==> src/sv/assert_macros.svh <==
// assertion helpers used by the responder core
// both expect clk and rst_n in scope
`ifndef ASSERT_MACROS_SVH
`define ASSERT_MACROS_SVH

// property that holds at every clock edge outside reset
`define ASSERT_CLK(label, prop, msg) \
    label: assert property (@(posedge clk) disable iff (!rst_n) (prop)) else $error(msg);

// condition in one cycle implies another in the next cycle
`define ASSERT_NEXT(label, pre, post, msg) \
    label: assert property (@(posedge clk) disable iff (!rst_n) (pre) |=> (post)) \
        else $error(msg);

`endif

==> src/sv/t4t_pkg.sv <==
`default_nettype none

package t4t_pkg;

    // fixed field widths
    localparam int CNT_W = 11;
    localparam int LEN_W = 13;

    // input opcodes
    localparam logic [1:0] OP_APDU     = 2'd0;
    localparam logic [1:0] OP_HOST_WR  = 2'd1;
    localparam logic [1:0] OP_ACTIVATE = 2'd2;

    // configuration register indexes
    localparam logic [2:0] REG_READ_ONLY = 3'd0;
    localparam logic [2:0] REG_CAPACITY  = 3'd1;
    localparam logic [2:0] REG_INIT_LEN  = 3'd2;
    localparam logic [2:0] REG_CC_LOW    = 3'd3;
    localparam logic [2:0] REG_CC_HIGH   = 3'd4;

    // instruction codes and file ids
    localparam logic [7:0]  INS_SELECT = 8'hA4;
    localparam logic [7:0]  INS_READ   = 8'hB0;
    localparam logic [7:0]  INS_UPDATE = 8'hD6;
    localparam logic [7:0]  P1_BY_NAME = 8'h04;
    localparam logic [7:0]  P1_BY_ID   = 8'h00;
    localparam logic [15:0] FID_CC     = 16'hE103;
    localparam logic [15:0] FID_NDEF   = 16'hE104;

    // selected file codes
    localparam logic [1:0] SEL_NONE = 2'd0;
    localparam logic [1:0] SEL_CC   = 2'd1;
    localparam logic [1:0] SEL_NDEF = 2'd2;

    // status words
    localparam logic [15:0] SW_OK          = 16'h9000;
    localparam logic [15:0] SW_BAD_OFFSET  = 16'h6A86;
    localparam logic [15:0] SW_NOT_FOUND   = 16'h6A82;
    localparam logic [15:0] SW_NO_SPACE    = 16'h6A84;
    localparam logic [15:0] SW_NOT_ALLOWED = 16'h6985;
    localparam logic [15:0] SW_NO_FILE     = 16'h6986;
    localparam logic [15:0] SW_BAD_LENGTH  = 16'h6700;
    localparam logic [15:0] SW_BAD_INS     = 16'h6D00;

    // NDEF application id
    localparam logic [55:0] AID = 56'hD2760000850101;

    typedef struct packed {
        logic [1:0]  opcode;
        logic [7:0]  data_byte;
        logic        last_byte;
        logic [11:0] host_address;
    } in_t;

    typedef struct packed {
        logic [63:0]      response_bytes;
        logic [3:0]       byte_count;
        logic             last_beat;
        logic [15:0]      status_word;
        logic             committed;
        logic [LEN_W-1:0] committed_length;
    } out_t;

    typedef enum logic [1:0] {
        ACT_RESP   = 2'd0,
        ACT_READ   = 2'd1,
        ACT_UPDATE = 2'd2
    } act_t;

    // command decision handed to the sequencer
    typedef struct packed {
        act_t             act;
        logic [15:0]      sw;
        logic             sel_we;
        logic [1:0]       sel_new;
        logic [15:0]      off;
        logic [8:0]       take;
        logic [7:0]       lc;
        logic [LEN_W-1:0] nlen;
        logic             touched;
    } dec_t;

    // capability container byte, index 0 to 14
    function automatic logic [7:0] cc_byte(input logic [63:0] lo, input logic [55:0] hi,
                                           input logic [3:0] idx);
        logic [119:0] v;
        logic [119:0] s;
        v = {lo, hi};
        s = v >> (8 * (14 - int'(idx)));
        return (idx < 4'd15) ? s[7:0] : 8'd0;
    endfunction

endpackage

`default_nettype wire

==> src/sv/t4t_decode.sv <==
`default_nettype none

module t4t_decode (
    input  wire logic [11:0][7:0]          hdr,
    input  wire logic [t4t_pkg::CNT_W-1:0] n,
    input  wire logic [1:0]                sel,
    input  wire logic                      read_only,
    input  wire logic [t4t_pkg::LEN_W-1:0] capacity,
    input  wire logic [t4t_pkg::LEN_W-1:0] msg_len,
    output t4t_pkg::dec_t                  dec
);
    import t4t_pkg::*;

    logic [15:0] off;
    logic [8:0]  le;
    logic [16:0] fsize;
    logic [16:0] remain;
    logic [7:0]  lc;
    logic [16:0] end_pos;
    logic        cap_err;
    logic [15:0] nlen;
    logic        touched;
    logic [15:0] fid;

    // common fields
    always_comb
    begin
        off     = {hdr[2], hdr[3]};
        lc      = hdr[4];
        fid     = {hdr[5], hdr[6]};
        le      = (n >= 11'd5 && hdr[4] != 8'd0) ? {1'b0, hdr[4]} : 9'd256;
        fsize   = (sel == SEL_CC) ? 17'd15 : 17'(msg_len) + 17'd2;
        remain  = fsize - 17'(off);
        end_pos = 17'(off) + 17'(lc) - 17'd1;
        cap_err = (end_pos >= 17'd2) && ((end_pos - 17'd2) >= 17'(capacity));
        touched = (off < 16'd2);
        nlen    = 16'(msg_len);
        if (off == 16'd0)
        begin
            nlen[15:8] = hdr[5];
            if (lc >= 8'd2)
            begin
                nlen[7:0] = hdr[6];
            end
        end
        else if (off == 16'd1)
        begin
            nlen[7:0] = hdr[5];
        end
    end

    // command decision
    always_comb
    begin
        dec         = '0;
        dec.act     = ACT_RESP;
        dec.off     = off;
        dec.lc      = lc;
        dec.nlen    = nlen[LEN_W-1:0];
        dec.touched = touched;
        dec.sw      = SW_BAD_INS;
        if (n < 11'd4)
        begin
            dec.sw = SW_BAD_LENGTH;
        end
        else if (hdr[1] == INS_SELECT && hdr[2] == P1_BY_NAME)
        begin
            if (n >= 11'd12 && hdr[4] == 8'h07 && {hdr[5], hdr[6], hdr[7], hdr[8], hdr[9],
                hdr[10], hdr[11]} == AID)
            begin
                dec.sw      = SW_OK;
                dec.sel_we  = 1'b1;
                dec.sel_new = SEL_NONE;
            end
            else
            begin
                dec.sw = SW_NOT_FOUND;
            end
        end
        else if (hdr[1] == INS_SELECT && hdr[2] == P1_BY_ID)
        begin
            dec.sw = SW_NOT_FOUND;
            if (n >= 11'd7 && hdr[4] == 8'h02 && fid == FID_CC)
            begin
                dec.sw      = SW_OK;
                dec.sel_we  = 1'b1;
                dec.sel_new = SEL_CC;
            end
            else if (n >= 11'd7 && hdr[4] == 8'h02 && fid == FID_NDEF)
            begin
                dec.sw      = SW_OK;
                dec.sel_we  = 1'b1;
                dec.sel_new = SEL_NDEF;
            end
        end
        else if (hdr[1] == INS_READ)
        begin
            if (sel != SEL_CC && sel != SEL_NDEF)
            begin
                dec.sw = SW_NO_FILE;
            end
            else if (17'(off) >= fsize)
            begin
                dec.sw = SW_BAD_OFFSET;
            end
            else
            begin
                dec.sw   = SW_OK;
                dec.act  = ACT_READ;
                dec.take = (remain > 17'(le)) ? le : remain[8:0];
            end
        end
        else if (hdr[1] == INS_UPDATE)
        begin
            if (read_only)
            begin
                dec.sw = SW_NOT_ALLOWED;
            end
            else if (sel != SEL_NDEF)
            begin
                dec.sw = SW_NO_FILE;
            end
            else if (n < 11'd5 || lc == 8'd0 || 12'(n) < 12'd5 + 12'(lc))
            begin
                dec.sw = SW_BAD_LENGTH;
            end
            else if (cap_err || (touched && nlen > 16'(capacity)))
            begin
                dec.sw = SW_NO_SPACE;
            end
            else
            begin
                dec.sw  = SW_OK;
                dec.act = ACT_UPDATE;
            end
        end
    end

endmodule

`default_nettype wire

==> config.mk <==
export PLATFORM = sky130hd
export DESIGN_NAME = t4t_decode
export DESIGN_NICKNAME = d
export VERILOG_FILES = /design/src/sv/assert_macros.svh /design/src/sv/t4t_pkg.sv /design/src/sv/t4t_decode.sv
export SDC_FILE = /design/constraint.sdc
export NUM_CORES = 1
export LEC_CHECK = 0
export BUFFER_PORTS_ARGS = -buffer_cell sky130_fd_sc_hd__buf_2
export CAP_MARGIN = 5
export CORE_MARGIN = 1
export CORE_UTILIZATION = 50
export DETAILED_ROUTE_END_ITERATION = 10
export GPL_ROUTABILITY_DRIVEN = 0
export GPL_TIMING_DRIVEN = 0
export PLACE_DENSITY_LB_ADDON = 0.12
export SLEW_MARGIN = 20
export SYNTH_ARGS = -nofsm -noshare
export SYNTH_HDL_FRONTEND = slang
export SYNTH_SLANG_ARGS = --single-unit
==> constraint.sdc <==
create_clock -name vclk -period 10.4
set_clock_uncertainty 0.15 [all_clocks]
set_input_delay 1.04 -clock vclk [all_inputs]
set_output_delay 1.04 -clock vclk [all_outputs]
set_load 0.02 [all_outputs]
Word-level counts from Yosys, hierarchy flattened --
Cells that the tools add are included.
Storage, ports and cells: register bits 0, bits of input ports 136, output and inout port bits 68, logic and storage cells 89
Operators by class: $add $sub $neg 6, magnitude comparators 13, eq/ne operators 13, muxes and demuxes 39, reductions and logical operators 18
Operators by type and width (number):
- $mux W16 | 9
- $mux W9 | 8
- $mux W19 | 3
- $eq A56 B56 Y1 const B | 1
- $mux W18 | 2
- $eq A16 B16 Y1 const B | 2
- $mux W8 | 4
- $eq A8 B8 Y1 const B | 3
- $ge A11 B3 Y1 const B | 2
- $lt A11 B3 Y1 const B | 2
- $add A16 B8 Y17 | 1
- $ge A17 B13 Y1 | 1
- $ge A17 B2 Y1 const B | 1
- $gt A17 B9 Y1 | 1
- $sub A14 B16 Y17 | 1
- $sub A17 B1 Y17 const B | 1
- $sub A17 B2 Y17 const B | 1
- $eq A16 B1 Y1 const B | 1
- $eq A8 B3 Y1 const B | 2
- $ge A16 B14 Y1 | 1
- $gt A16 B13 Y1 | 1
- $logic_not A16 Y1 | 1
- $logic_not A8 Y1 | 2
- $lt A16 B2 Y1 const B | 1
- 16 further kinds | 37

Logic depth before layout (Yosys ltp) --
depth after elaboration 15, gate-level depth with buffers 25, depth with buffers taken out 24

Worst setup path before layout --
Ideal clock, no wire load.
path type input port to output port, from input port hdr[24] in the netlist's numbering, to output port dec[65] in the netlist's numbering, arrival 5512 ps, required time 9210 ps, path slack 3698 ps, stages 23, buffers on the path 2, cells stage by stage clkbuf_1 inv_1 ha_1 inv_1 ha_1 inv_1 fa_1 and2b_2 o21a_1 o21ai_0 and2_0 or4_2 xor2_1 ha_1 a211o_1 o211ai_1 a21oi_1 o31ai_1 nand3_1 a211oi_2 a21oi_1 o21bai_1 buf_4
RTL lines:
- start, declared | line t4t_decode.sv:4 | input wire logic [11:0][7:0] hdr,
- end, declared | line t4t_decode.sv:10 | output t4t_pkg::dec_t dec

==> reports/metrics.cfg <==
[status]
status=finished clean

[sta]
worstMarginPinSlew_ps=607
fmax_mhz=134
slew-limit-headroom_pct=58.5
maxSlewViolCount=0
fin_crit_ps=7470
setup_viol=0
fin_tns_setup_ps=0
rsz0062_at_grt=false
finalWorstSetupSlack_ps=2930
hold_viol=0
period_share_pct=71.8

[grt]
gr-usage-met3_pct=3.51
use_met1_pct=37.8
grt.total_usage_pct=30.7
grt_pass1_wl_mm=27.8
gr-usage-met2_pct=54.9
grt-ovfl-total=0
antenna_found_initial=0
grt_max_degree=11
grt_pass1_vias=5889
busiest_layer=met2

[power]
p_per_area_nw_per_um2=59.4
worst_ir_drop_vdd_uv=29.5
p_leak_nw=3.23

[synth]
syn-instance-count=734
avgSynthCellArea_sq_um=7.12
syn-cell-area_sq_um=5230
synth.distinct_cells=92
yosys_warnings=0
ys_seq_area_share_pct=0

[placed_design]
hpwl_mm=15.0
port_buffers=191
place_ws_ps=3120
place_area_sq_um=6360

[die]
dieWidth_um=104
rows=36
fp.dieH_um=104
ios=204
initial_core_util_pct=52.5
dieArea_sq_um=10900
core_sq_um=9950

[finish]
multi_input_area_sq_um=4600
n_fill_cell=923
regArea_sq_um=0
final_util_pct=63.9
layout-drive-gt1-share_pct=30.5
syn_to_final_growth_pct=21.7
design.seq.count=0
antenna_cells=0
fin_nets=1159
layout_common_cells=buf_2, ha_1, inv_1, nor2_1, nand2_1
finish.instance_area_sq_um=6360
num-clock-buffers=0
final_common_cell=buf_2

[hold_path]
worst_hold_path_type=input port to output pin
min_from=hdr[34]

[job]
maxCapViolCount=0

[clocking]
cts_resized=0
ctsHoldBuffers=0
post_cts.repair.setup_buffers=0

[detailed_routing]
drc=0
final_antenna_net_count=0
drt_iter0_markers=340
via_per_inst=5.90
wire_per_inst_um=16.2
vias=6260
first_pass_iters=5
finalWirelength_mm=17.2

[setup_path]
startpoint=hdr[16]
crit_fanout=10
critical_path_class=input port to output pin
worst_setup_path_start_kind=input port
crit_path_end_kind=output pin
cp.arrival_ps=6280
worstPathRequired_ps=9210

==> final timing paths <==
check       to  slack [ps]  cells after the start
max    dec[64]        2930                     20
min    dec[16]        2150                      2
==> final cells by class <==
cell class	instances	area share, %
plain buffers	47	5.43
inverters	78	4.60
well taps	133	2.62
repair buffers	191	15.0
multi-input cells	612	72.3
==> per-layer routing <==
layer,up-vias,routed length [um]
li1,3048,-
met1,2853,7010
met2,310,8260
met3,49,1330
met4,0,629
met5,-,0
==> cell families after synthesis <==
logic type | count (synthesis) | synth area share [%]
buf+inv | 125 | 12.2
other cells | 1 | 0.0717
simple gates | 288 | 31.5
compound gates | 182 | 25.5
mux | 12 | 2.47
xor+xnor | 33 | 5.67
fa+ha+maj | 93 | 22.5
==> cells in the mapped netlist, drive strengths merged, types with 15 or more instances <==
cell type	instances	area (sq um)
nor3	25	130
xor2	18	165
nand3	20	105
a22oi	17	128
ha	91	1140
inv	78	293
nand2b	22	143
nand2	43	161
nand4	18	113
buf	38	302
nor4	16	106
a21oi	43	234
xnor2	15	131
o21ai	44	231
nor2	58	225
==> critical path, cell delays in order <==
cell and delay, ps:
buf_2 120, inv_1 160, ha_1 220, nand4_1 250
or2_2 410, clkbuf_1 230, nor2_1 370, mux2_2 400
ha_1 310, and4_1 230, and3b_1 170, a2111oi_0 530
a21bo_2 280, o21ai_0 310, nand4_1 220, a211oi_2 390
a21oi_1 140, o21ba_1 200, buf_4 120, buf_2 150
==> power by group <==
| group | switching [mW] | internal, mW | leakage [nW] | total (mW) |
|---|---|---|---|---|
| Sequential | 0 | 0 | 0 | 0 |
| Combinational | 0.216 | 0.162 | 3.23 | 0.378 |
| Clock | 0 | 0 | 0 | 0 |
| Total | 0.216 | 0.162 | 3.23 | 0.378 |
==> through the flow <==
stage / hold WS, ps / std cells / power, mW
final: 2150 / 1061 / 0.378
after global routing: 2160 / 1061 / 0.418
after CTS: 2150 / 1061 / 0.374
after detailed placement: 2150 / 1061 / 0.371
after global placement: 2150 / 1061 / 0.360
after floorplan: 2020 / 737 / 0.269
Note: power is estimated with default switching activity, not from simulation.
